`config.mk`:
```
export PLATFORM = sky130hd
export DESIGN_NAME = card_deck_shuffle_draw_flat
export DESIGN_NICKNAME = d
export VERILOG_FILES = /design/src/sv/cds_pkg.sv /design/src/sv/cds_req_if.sv /design/src/sv/cds_rsp_if.sv /design/src/sv/cds_ram.sv /design/src/sv/cds_mod.sv /design/src/sv/cds_front.sv /design/src/sv/cds_back.sv /design/src/sv/card_deck_shuffle_draw.sv /design/src/flat_wrapper.sv
export SDC_FILE = /design/constraint.sdc
export NUM_CORES = 1
export LEC_CHECK = 0
export ABC_AREA = 1
export BUFFER_PORTS_ARGS = -buffer_cell sky130_fd_sc_hd__buf_4
export CORE_MARGIN = 2
export CORE_UTILIZATION = 45
export CTS_BUF_LIST = sky130_fd_sc_hd__clkbuf_8
export DETAILED_ROUTE_END_ITERATION = 16
export GPL_ROUTABILITY_DRIVEN = 0
export PLACE_DENSITY = 0.66
export SYNTH_ARGS = -nofsm -noshare
export SYNTH_HDL_FRONTEND = slang
export SYNTH_SLANG_ARGS = --single-unit
```
`constraint.sdc`:
```
create_clock -name clk -period 17.6 [get_ports clk]
set_clock_uncertainty 0.15 [all_clocks]
set_input_delay 2.64 -clock clk [delete_from_list [all_inputs] [get_ports clk]]
set_output_delay 2.64 -clock clk [all_outputs]
set_load 0.01 [all_outputs]
```
`src/sv/cds_pkg.sv`:
```
package cds_pkg;

	localparam int RND_W     = 16;
	localparam int REQ_W     = 2;
	localparam int CODE_W    = 6;
	localparam int RANK_W    = 4;
	localparam int SUIT_W    = 2;
	localparam int CARDS_W   = 6;
	localparam int RANK_CNT  = 13;
	localparam int SUIT_CNT  = 4;
	localparam int SUIT_STEPS = ((2 ** CODE_W) - 1) / RANK_CNT;

	localparam int MOD_BPC   = 4;
	localparam int MOD_STEPS = RND_W / MOD_BPC;
	localparam int MOD_CNT_W = $clog2(MOD_STEPS);

	localparam int Q_DEPTH   = 2;
	localparam int Q_PTR_W   = $clog2(Q_DEPTH);
	localparam int Q_CNT_W   = $clog2(Q_DEPTH + 1);

	typedef enum logic [REQ_W-1:0] {
		OP_REFILL  = 2'd0,
		OP_SHUFFLE = 2'd1,
		OP_DRAW    = 2'd2,
		OP_STATUS  = 2'd3
	} req_op_t;

	typedef struct packed {
		req_op_t          op;
		logic [RND_W-1:0] rnd;
	} cmd_t;

	typedef struct packed {
		logic [RANK_W-1:0] rank;
		logic [SUIT_W-1:0] suit;
	} card_t;

	// code -> rank/suit by repeated subtraction of the rank count
	function automatic card_t card_split(input logic [CODE_W-1:0] code);
		card_t              c;
		logic [CODE_W-1:0]  r;
		logic [SUIT_W-1:0]  s;
		r = code;
		s = '0;
		for (int i = 0; i < SUIT_STEPS; i++) begin
			if (r >= CODE_W'(RANK_CNT)) begin
				r = r - CODE_W'(RANK_CNT);
				s = s + SUIT_W'(1);
			end
		end
		c.rank = r[RANK_W-1:0];
		c.suit = s;
		return c;
	endfunction

endpackage

```
`src/sv/cds_req_if.sv`:
```
interface cds_req_if;
	logic                       valid;
	logic                       ready;
	logic [cds_pkg::REQ_W-1:0]  req_type;
	logic [cds_pkg::RND_W-1:0]  random_word;

	modport source(output valid, output req_type, output random_word, input ready);
	modport sink(input valid, input req_type, input random_word, output ready);
endinterface

```
`src/sv/cds_rsp_if.sv`:
```
interface cds_rsp_if;
	logic                         valid;
	logic                         ready;
	logic [cds_pkg::RANK_W-1:0]   card_rank;
	logic [cds_pkg::SUIT_W-1:0]   card_suit;
	logic                         deck_empty;
	logic                         shuffle_done;
	logic [cds_pkg::CARDS_W-1:0]  cards_left;

	modport source(output valid, output card_rank, output card_suit, output deck_empty,
		output shuffle_done, output cards_left, input ready);
	modport sink(input valid, input card_rank, input card_suit, input deck_empty,
		input shuffle_done, input cards_left, output ready);
endinterface

```
`src/sv/cds_ram.sv`:
```
module cds_ram #(
	parameter int WIDTH = 6,
	parameter int DEPTH = 52
) (
	input  logic                     clk,
	input  logic                     we,
	input  logic [$clog2(DEPTH)-1:0] waddr,
	input  logic [WIDTH-1:0]         wdata,
	input  logic                     re,
	input  logic [$clog2(DEPTH)-1:0] raddr,
	output logic [WIDTH-1:0]         rdata
);

	logic [WIDTH-1:0] mem_q [DEPTH];

	always_ff @(posedge clk) begin
		if (we) begin
			mem_q[waddr] <= wdata;
		end
		if (re) begin
			rdata <= mem_q[raddr];
		end
	end

endmodule

```
`src/sv/cds_mod.sv`:
```
module cds_mod #(
	parameter int DW = 7
) (
	input  logic                      clk,
	input  logic                      arst_n,
	input  logic                      start,
	input  logic [cds_pkg::RND_W-1:0] dividend,
	input  logic [DW-1:0]             divisor,
	output logic                      done,
	output logic [DW-1:0]             rem
);

	logic [DW-1:0]                  rem_q;
	logic [cds_pkg::RND_W-1:0]      dvd_q;
	logic [DW-1:0]                  div_q;
	logic [cds_pkg::MOD_CNT_W-1:0]  cnt_q;
	logic                           busy_q;
	logic                           done_q;
	logic [DW-1:0]                  r;
	logic [DW:0]                    t;
	logic [DW-1:0]                  rem_next;

	// restoring remainder, MOD_BPC dividend bits per cycle
	always_comb begin
		r = rem_q;
		t = '0;
		for (int i = 0; i < cds_pkg::MOD_BPC; i++) begin
			t = {r, dvd_q[cds_pkg::RND_W-1-i]};
			if (t >= {1'b0, div_q}) begin
				r = DW'(t - {1'b0, div_q});
			end else begin
				r = t[DW-1:0];
			end
		end
		rem_next = r;
	end

	always_ff @(posedge clk or negedge arst_n) begin
		if (!arst_n) begin
			busy_q <= 1'b0;
			done_q <= 1'b0;
			cnt_q  <= '0;
		end else begin
			done_q <= 1'b0;
			if (start) begin
				busy_q <= 1'b1;
				cnt_q  <= '0;
			end else if (busy_q) begin
				cnt_q <= cnt_q + 1'b1;
				if (cnt_q == cds_pkg::MOD_CNT_W'(cds_pkg::MOD_STEPS - 1)) begin
					busy_q <= 1'b0;
					done_q <= 1'b1;
				end
			end
		end
	end

	always_ff @(posedge clk) begin
		if (start) begin
			rem_q <= '0;
			dvd_q <= dividend;
			div_q <= divisor;
		end else if (busy_q) begin
			rem_q <= rem_next;
			dvd_q <= dvd_q << cds_pkg::MOD_BPC;
		end
	end

	assign done = done_q;
	assign rem  = rem_q;

	a_rem_below_div: assert property (@(posedge clk) disable iff (!arst_n)
		done_q |-> (rem_q < div_q))
		else $error("remainder not below divisor");

endmodule

```
`src/sv/cds_front.sv`:
```
module cds_front (
	input  logic            clk,
	input  logic            arst_n,
	cds_req_if.sink         req,
	output cds_pkg::cmd_t   cmd,
	output logic            cmd_avail,
	input  logic            cmd_pop
);

	cds_pkg::cmd_t                  fifo_q [cds_pkg::Q_DEPTH];
	logic [cds_pkg::Q_PTR_W-1:0]    wr_ptr_q;
	logic [cds_pkg::Q_PTR_W-1:0]    rd_ptr_q;
	logic [cds_pkg::Q_CNT_W-1:0]    cnt_q;
	cds_pkg::cmd_t                  dec;
	logic                           push;

	always_comb begin
		dec.rnd = req.random_word;
		case (req.req_type)
			cds_pkg::OP_REFILL:  dec.op = cds_pkg::OP_REFILL;
			cds_pkg::OP_SHUFFLE: dec.op = cds_pkg::OP_SHUFFLE;
			cds_pkg::OP_DRAW:    dec.op = cds_pkg::OP_DRAW;
			default:             dec.op = cds_pkg::OP_STATUS;
		endcase
	end

	assign req.ready = (cnt_q != cds_pkg::Q_CNT_W'(cds_pkg::Q_DEPTH));
	assign push      = req.valid && req.ready;
	assign cmd_avail = (cnt_q != '0);
	assign cmd       = fifo_q[rd_ptr_q];

	always_ff @(posedge clk or negedge arst_n) begin
		if (!arst_n) begin
			wr_ptr_q <= '0;
			rd_ptr_q <= '0;
			cnt_q    <= '0;
		end else begin
			if (push) begin
				wr_ptr_q <= wr_ptr_q + 1'b1;
			end
			if (cmd_pop) begin
				rd_ptr_q <= rd_ptr_q + 1'b1;
			end
			case ({push, cmd_pop})
				2'b10:   cnt_q <= cnt_q + 1'b1;
				2'b01:   cnt_q <= cnt_q - 1'b1;
				default: cnt_q <= cnt_q;
			endcase
		end
	end

	always_ff @(posedge clk) begin
		if (push) begin
			fifo_q[wr_ptr_q] <= dec;
		end
	end

	a_no_pop_empty: assert property (@(posedge clk) disable iff (!arst_n)
		cmd_pop |-> (cnt_q != '0))
		else $error("pop from empty queue");

endmodule

```
`src/sv/cds_back.sv`:
```
module cds_back #(
	parameter int DECK_SIZE = 52
) (
	input  logic            clk,
	input  logic            arst_n,
	input  cds_pkg::cmd_t   cmd,
	input  logic            cmd_avail,
	output logic            cmd_pop,
	cds_rsp_if.source       rsp
);

	localparam int IDX_W = $clog2(DECK_SIZE);
	localparam int CNT_W = $clog2(DECK_SIZE + 1);
	localparam int DW    = IDX_W + 1;
	localparam logic [IDX_W-1:0] LAST = IDX_W'(DECK_SIZE - 1);
	localparam logic [CNT_W-1:0] FULL = CNT_W'(DECK_SIZE);

	typedef enum logic [5:0] {
		ST_IDLE  = 6'b000001,
		ST_MOD   = 6'b000010,
		ST_SWAP1 = 6'b000100,
		ST_SWAP2 = 6'b001000,
		ST_DRAW  = 6'b010000,
		ST_RESP  = 6'b100000
	} state_t;

	state_t                         state_q;
	logic [CNT_W-1:0]               remaining_q;
	logic [IDX_W-1:0]               pos_q;
	logic                           finished_q;
	logic [DECK_SIZE-1:0]           valid_q;
	logic                           out_valid_q;
	logic [IDX_W-1:0]               rd_addr_q;
	logic [cds_pkg::CODE_W-1:0]     a_q;
	logic [IDX_W-1:0]               other_q;
	logic [cds_pkg::RANK_W-1:0]     rank_q;
	logic [cds_pkg::SUIT_W-1:0]     suit_q;
	logic                           empty_q;
	logic [cds_pkg::RANK_W-1:0]     rsp_rank_q;
	logic [cds_pkg::SUIT_W-1:0]     rsp_suit_q;
	logic                           rsp_empty_q;
	logic                           rsp_done_q;
	logic [cds_pkg::CARDS_W-1:0]    rsp_left_q;

	logic                           start;
	logic                           ram_we;
	logic [IDX_W-1:0]               ram_waddr;
	logic [cds_pkg::CODE_W-1:0]     ram_wdata;
	logic                           ram_re;
	logic [IDX_W-1:0]               ram_raddr;
	logic [cds_pkg::CODE_W-1:0]     ram_rdata;
	logic [cds_pkg::CODE_W-1:0]     rd_code;
	logic [CNT_W-1:0]               draw_cnt;
	logic                           mod_start;
	logic                           mod_done;
	logic [DW-1:0]                  mod_rem;
	logic [DW-1:0]                  divisor;
	cds_pkg::card_t                 card;

	cds_ram #(
		.WIDTH (cds_pkg::CODE_W),
		.DEPTH (DECK_SIZE)
	) u_store (
		.clk   (clk),
		.we    (ram_we),
		.waddr (ram_waddr),
		.wdata (ram_wdata),
		.re    (ram_re),
		.raddr (ram_raddr),
		.rdata (ram_rdata)
	);

	cds_mod #(
		.DW (DW)
	) u_mod (
		.clk      (clk),
		.arst_n   (arst_n),
		.start    (mod_start),
		.dividend (cmd.rnd),
		.divisor  (divisor),
		.done     (mod_done),
		.rem      (mod_rem)
	);

	// slot never written since refill holds its own index
	assign rd_code  = valid_q[rd_addr_q] ? ram_rdata : cds_pkg::CODE_W'(rd_addr_q);
	assign draw_cnt = remaining_q - 1'b1;
	assign divisor  = {1'b0, pos_q} + DW'(1);
	assign start    = (state_q == ST_IDLE) && cmd_avail && !out_valid_q;
	assign cmd_pop  = start;
	assign card     = cds_pkg::card_split(rd_code);

	always_comb begin
		ram_re    = 1'b0;
		ram_raddr = pos_q;
		ram_we    = 1'b0;
		ram_waddr = pos_q;
		ram_wdata = rd_code;
		mod_start = 1'b0;
		case (state_q)
			ST_IDLE: begin
				if (start && cmd.op == cds_pkg::OP_SHUFFLE && !finished_q) begin
					ram_re    = 1'b1;
					mod_start = 1'b1;
				end
				if (start && cmd.op == cds_pkg::OP_DRAW && remaining_q != '0) begin
					ram_re    = 1'b1;
					ram_raddr = draw_cnt[IDX_W-1:0];
				end
			end
			ST_MOD: begin
				if (mod_done) begin
					ram_re    = 1'b1;
					ram_raddr = mod_rem[IDX_W-1:0];
				end
			end
			ST_SWAP1: begin
				ram_we = 1'b1;
			end
			ST_SWAP2: begin
				ram_we    = 1'b1;
				ram_waddr = other_q;
				ram_wdata = a_q;
			end
			default: begin
			end
		endcase
	end

	always_ff @(posedge clk or negedge arst_n) begin
		if (!arst_n) begin
			state_q     <= ST_IDLE;
			remaining_q <= FULL;
			pos_q       <= LAST;
			finished_q  <= 1'b0;
			valid_q     <= '0;
			out_valid_q <= 1'b0;
		end else begin
			if (state_q == ST_RESP) begin
				out_valid_q <= 1'b1;
			end else if (rsp.ready) begin
				out_valid_q <= 1'b0;
			end
			case (state_q)
				ST_IDLE: begin
					if (start) begin
						case (cmd.op)
							cds_pkg::OP_REFILL: begin
								valid_q     <= '0;
								remaining_q <= FULL;
								pos_q       <= LAST;
								finished_q  <= 1'b0;
								state_q     <= ST_RESP;
							end
							cds_pkg::OP_SHUFFLE: begin
								state_q <= finished_q ? ST_RESP : ST_MOD;
							end
							cds_pkg::OP_DRAW: begin
								if (remaining_q == '0) begin
									state_q <= ST_RESP;
								end else begin
									remaining_q <= draw_cnt;
									state_q     <= ST_DRAW;
								end
							end
							default: state_q <= ST_RESP;
						endcase
					end
				end
				ST_MOD: begin
					if (mod_done) begin
						state_q <= ST_SWAP1;
					end
				end
				ST_SWAP1: begin
					valid_q[pos_q] <= 1'b1;
					state_q        <= ST_SWAP2;
				end
				ST_SWAP2: begin
					valid_q[other_q] <= 1'b1;
					if (pos_q == '0) begin
						finished_q <= 1'b1;
					end else begin
						pos_q <= pos_q - 1'b1;
					end
					state_q <= ST_RESP;
				end
				ST_DRAW: begin
					state_q <= ST_RESP;
				end
				ST_RESP: begin
					state_q <= ST_IDLE;
				end
				default: state_q <= ST_IDLE;
			endcase
		end
	end

	always_ff @(posedge clk) begin
		if (ram_re) begin
			rd_addr_q <= ram_raddr;
		end
		if (start) begin
			rank_q  <= '0;
			suit_q  <= '0;
			empty_q <= (cmd.op == cds_pkg::OP_DRAW) && (remaining_q == '0);
		end
		if (state_q == ST_MOD && mod_done) begin
			a_q     <= rd_code;
			other_q <= mod_rem[IDX_W-1:0];
		end
		if (state_q == ST_DRAW) begin
			rank_q <= card.rank;
			suit_q <= card.suit;
		end
		if (state_q == ST_RESP) begin
			rsp_rank_q  <= rank_q;
			rsp_suit_q  <= suit_q;
			rsp_empty_q <= empty_q;
			rsp_done_q  <= finished_q;
			rsp_left_q  <= cds_pkg::CARDS_W'(remaining_q);
		end
	end

	assign rsp.valid        = out_valid_q;
	assign rsp.card_rank    = rsp_rank_q;
	assign rsp.card_suit    = rsp_suit_q;
	assign rsp.deck_empty   = rsp_empty_q;
	assign rsp.shuffle_done = rsp_done_q;
	assign rsp.cards_left   = rsp_left_q;

	a_pos_range: assert property (@(posedge clk) disable iff (!arst_n)
		pos_q <= LAST)
		else $error("shuffle position out of range");

	a_count_range: assert property (@(posedge clk) disable iff (!arst_n)
		remaining_q <= FULL)
		else $error("card count above deck size");

	a_no_overwrite: assert property (@(posedge clk) disable iff (!arst_n)
		(state_q == ST_RESP) |-> !out_valid_q)
		else $error("result register overwritten");

endmodule

```
`src/sv/card_deck_shuffle_draw.sv`:
```
// Card deck with refill, one-swap-per-request shuffle and draw. Requests enter a
// two-entry queue and are carried out one at a time against a DECK_SIZE-slot
// store with one read and one write port; one result transaction per request.
// A shuffle swap first runs the remainder unit (4 random bits per cycle), then
// makes two store reads and two store writes on the single port pair. Slots not
// written since reset or refill read as their index, so there is no clearing pass.
module card_deck_shuffle_draw #(
	parameter int DECK_SIZE = 52
) (
	input  logic        clk,
	input  logic        arst_n,
	cds_req_if.sink     req,
	cds_rsp_if.source   rsp
);

	cds_pkg::cmd_t cmd;
	logic          cmd_avail;
	logic          cmd_pop;

	cds_front u_front (
		.clk       (clk),
		.arst_n    (arst_n),
		.req       (req),
		.cmd       (cmd),
		.cmd_avail (cmd_avail),
		.cmd_pop   (cmd_pop)
	);

	cds_back #(
		.DECK_SIZE (DECK_SIZE)
	) u_back (
		.clk       (clk),
		.arst_n    (arst_n),
		.cmd       (cmd),
		.cmd_avail (cmd_avail),
		.cmd_pop   (cmd_pop),
		.rsp       (rsp)
	);

endmodule
```
`src/flat_wrapper.sv`:
```
// flat-port wrapper written by rule: the top's interface ports become plain ports
module card_deck_shuffle_draw_flat 
#(
	parameter int DECK_SIZE = 52
)
  (clk, arst_n, req_valid, req_req_type, req_random_word, req_ready, rsp_valid, rsp_card_rank, rsp_card_suit, rsp_deck_empty, rsp_shuffle_done, rsp_cards_left, rsp_ready);
  cds_req_if req_i ();
  cds_rsp_if rsp_i ();
  input  logic clk;
  input  logic arst_n;
  input wire logic [$bits(req_i.valid)-1:0] req_valid;
  input wire logic [$bits(req_i.req_type)-1:0] req_req_type;
  input wire logic [$bits(req_i.random_word)-1:0] req_random_word;
  output wire logic [$bits(req_i.ready)-1:0] req_ready;
  output wire logic [$bits(rsp_i.valid)-1:0] rsp_valid;
  output wire logic [$bits(rsp_i.card_rank)-1:0] rsp_card_rank;
  output wire logic [$bits(rsp_i.card_suit)-1:0] rsp_card_suit;
  output wire logic [$bits(rsp_i.deck_empty)-1:0] rsp_deck_empty;
  output wire logic [$bits(rsp_i.shuffle_done)-1:0] rsp_shuffle_done;
  output wire logic [$bits(rsp_i.cards_left)-1:0] rsp_cards_left;
  input wire logic [$bits(rsp_i.ready)-1:0] rsp_ready;
  assign req_i.valid = req_valid;
  assign req_i.req_type = req_req_type;
  assign req_i.random_word = req_random_word;
  assign req_ready = req_i.ready;
  assign rsp_valid = rsp_i.valid;
  assign rsp_card_rank = rsp_i.card_rank;
  assign rsp_card_suit = rsp_i.card_suit;
  assign rsp_deck_empty = rsp_i.deck_empty;
  assign rsp_shuffle_done = rsp_i.shuffle_done;
  assign rsp_cards_left = rsp_i.cards_left;
  assign rsp_i.ready = rsp_ready;
  card_deck_shuffle_draw #(.DECK_SIZE(DECK_SIZE)) u_core (.clk(clk), .arst_n(arst_n), .req(req_i), .rsp(rsp_i));
endmodule
```
==> run metrics <==
status finished clean; Final Core Density 50.9%; Crit. End Element flop; largest net degree at the start of global routing between 150 and 200; Required @ worst endpoint 17.93 ns; Slew Viols, Final 0; CP peak stage delay ~0.48 ns; CTS H-tree depth 3; synth cell count leaders edfxtp_1 (416), nor2_1 (291), nand2_1 (240), o21ai_0 (224), inv_1 (176); post-layout min period roughly 8.9 ns; initial antenna violation count 0; WP data arrival approximately 9.3 ns; initial core utilization 45.7%; number of synthesized flops with an enable pin between 400 and 500; Final Hold Fails 0; Synth Area in Compound Gates 12.5%; Pre-Repair DR Iteration Count 6; Post-Syn Nets roughly 2200; WS Path Type flop to flop; R2R depth 47; #FFs+latches synth a little over 500; Max Fclk between 100 and 150 MHz; Synth area leader edfxtp_1; CP Max Fanout 14; Worst-path clk slew ~0.06 ns; xor/xnor share of the synthesized area roughly 1.3%; max_slew headroom between 10% and 20%; CTS tree yes; RSZ-0062 raised after global routing false; critical path launch point type flop; slowest cell on the critical path fa_1; Via density around 5.6; CTS Buf Count just over 80; PostCTS Resize Cnt 0; Global Route Usage Sum a little over a fifth; cell mode on critical path nand2_1; Post-Syn Instances ~2100; simple logic cell fraction of the synthesized area between 10 and 15%; drt drc 0; full die area about 0.053 mm^2; mux cell area share after synthesis less than 1%; dominant cells by area after synthesis edfxtp_1 (54%), dfrtp_1 (7.8%), o21ai_0 (4.9%), nor2_1 (4.8%), nand2_1 (3.9%); Max Cap Viol 0; share of cells above drive strength 1 a little under an eighth; core box area 0.0503 mm^2; drt total wl between 50 and 60 mm; GR Overflow Total 0; Adder-Cell Fraction of Synth Area slightly below 3%; Final setup violation count 0; Synth Cell Area about 0.023 mm^2; worst min path class flop to flop; Clock Path Buffers 3; ys flop type edfxtp_1; DP Wirelength ~34 mm; postcts setup bufs 0; ANT nets after route 0; cell with the most instances after synthesis edfxtp_1; die width 230 um; wire per inst 19.0 um; chip height approximately 230 um; Top Ports 38; Async S/R FF share, synth 15.9%; main combinational cell family by area after synthesis simple AND/OR/NAND/NOR gates; Syn. warnings 0; first-pass GRT wire length about 88 mm; top cell type's share of synthesized area a little over half; Worst-Skew Late Latency 0.65 ns; Syn Area/Cell about 11 um^2; clock sink total ~500; Layout Nets about 2300; vias in the first global route between 15000 and 20000; I/O Buffers 37; sequential area share after synthesis between 60% and 70%; clk root buf clkbuf_8; Cell variety after synth between 50 and 60; fin crit share about 50%; Iter 0 DRT Violations roughly 1800; Hold Path Depth 0; Final WS setup 8.67 ns; hold buffer count at cts 0; setup TNS 0 ns; Layout area overhead 11.4%; Setup WS pre-CTS just under 9 ns; Tightest Pin Transition ~1.3 ns; Via Count 16300; Site Rows 82
cells in the final DEF (no fill, tap or decap), types with 13 or more instances in the layout:
cell type	synthesis	layout
o221ai_1	37	37
clkinv_1	4	18
nor3_1	23	23
xor2_1	24	24
a21oi_1	89	86
dfrtp_1	72	72
inv_2	12	13
edfxtp_1	416	416
nand2_1	240	240
clkbuf_8	0	83
buf_4	2	76
nand3_1	115	115
ha_1	47	47
inv_1	176	208
o21ai_0	224	218
nand2_2	17	17
nor2_1	291	290
o211ai_1	39	39
o22ai_1	50	50
a31oi_1	26	26
metal layers:
layer  part of all wire (%)  track usage, %
met2                     47            32.8
met3                    7.0            3.65
met1                     43            29.1
met4                    3.1            8.89
met5                      0               0
logic make-up after synthesis:
family | Yosys count
compound gates | 491
xor+xnor | 33
fa+ha+maj | 51
buf+inv | 288
flops | 503
mux | 12
simple gates | 740
state kept, by name, summed over array words and instances (netlist names), 7 cells and up:
| register | count |
|---|---|
| u_core.u_front.fifo_q | 36 |
| u_core.u_back.u_mod.dvd_q | 16 |
| u_core.u_back.valid_q | 52 |
| u_core.u_back.u_mod.div_q | 7 |
| u_core.u_back.u_store.mem_q | 312 |
| u_core.u_back.u_mod.rem | 7 |
metrics by stage:
step,instances,instance area (um^2),hold slack (ns)
6_report,2919,25600,0.270
5_1_grt,2918,25600,0.283
4_1_cts,2918,25600,0.272
3_5_place_dp,2771,24100,0.257
3_3_place_gp,2771,24100,0.252
2_1_floorplan,2118,23000,0.250
area by class of cell:
type | count | area, um^2
fill | 4398 | 24700
sequential | 503 | 14600
multi-input combinational | 1327 | 7340
clock buffer | 83 | 1140
tap | 672 | 841
inverter | 192 | 723
timing repair buffer | 77 | 591
clock inverter | 64 | 319
antenna | 1 | 2.50
critical path, delay by kind of cell (launching register included):
kind,cells,cell delay [ns]
buf+inv,7,1.05
compound gates,19,3.25
simple gates,17,2.26
flops,1,0.45
fa+ha+maj,4,1.60
path summary, 6_finish.rpt:
kind / from / endpoint / slack [ns]
setup / recovery: u_core.u_back.u_mod.div_q[1] / u_core.u_back.u_mod.rem[3] / 8.67
setup reg to reg: u_core.u_back.u_mod.div_q[1] / u_core.u_back.u_mod.rem[3] / 8.67
max in group asynchronous: arst_n / u_core.u_back.rsp.valid / 14.53
hold / removal: u_core.u_back.rank_q[2] / u_core.u_back.rsp.card_rank[2] / 0.27
min in group asynchronous: arst_n / u_core.u_back.valid_q[40] / 2.02
hold reg to reg: u_core.u_back.rank_q[2] / u_core.u_back.rsp.card_rank[2] / 0.27
Power is not shown: default switching activity piles up to over one toggle a cycle in this logic, so the estimate is an artifact.
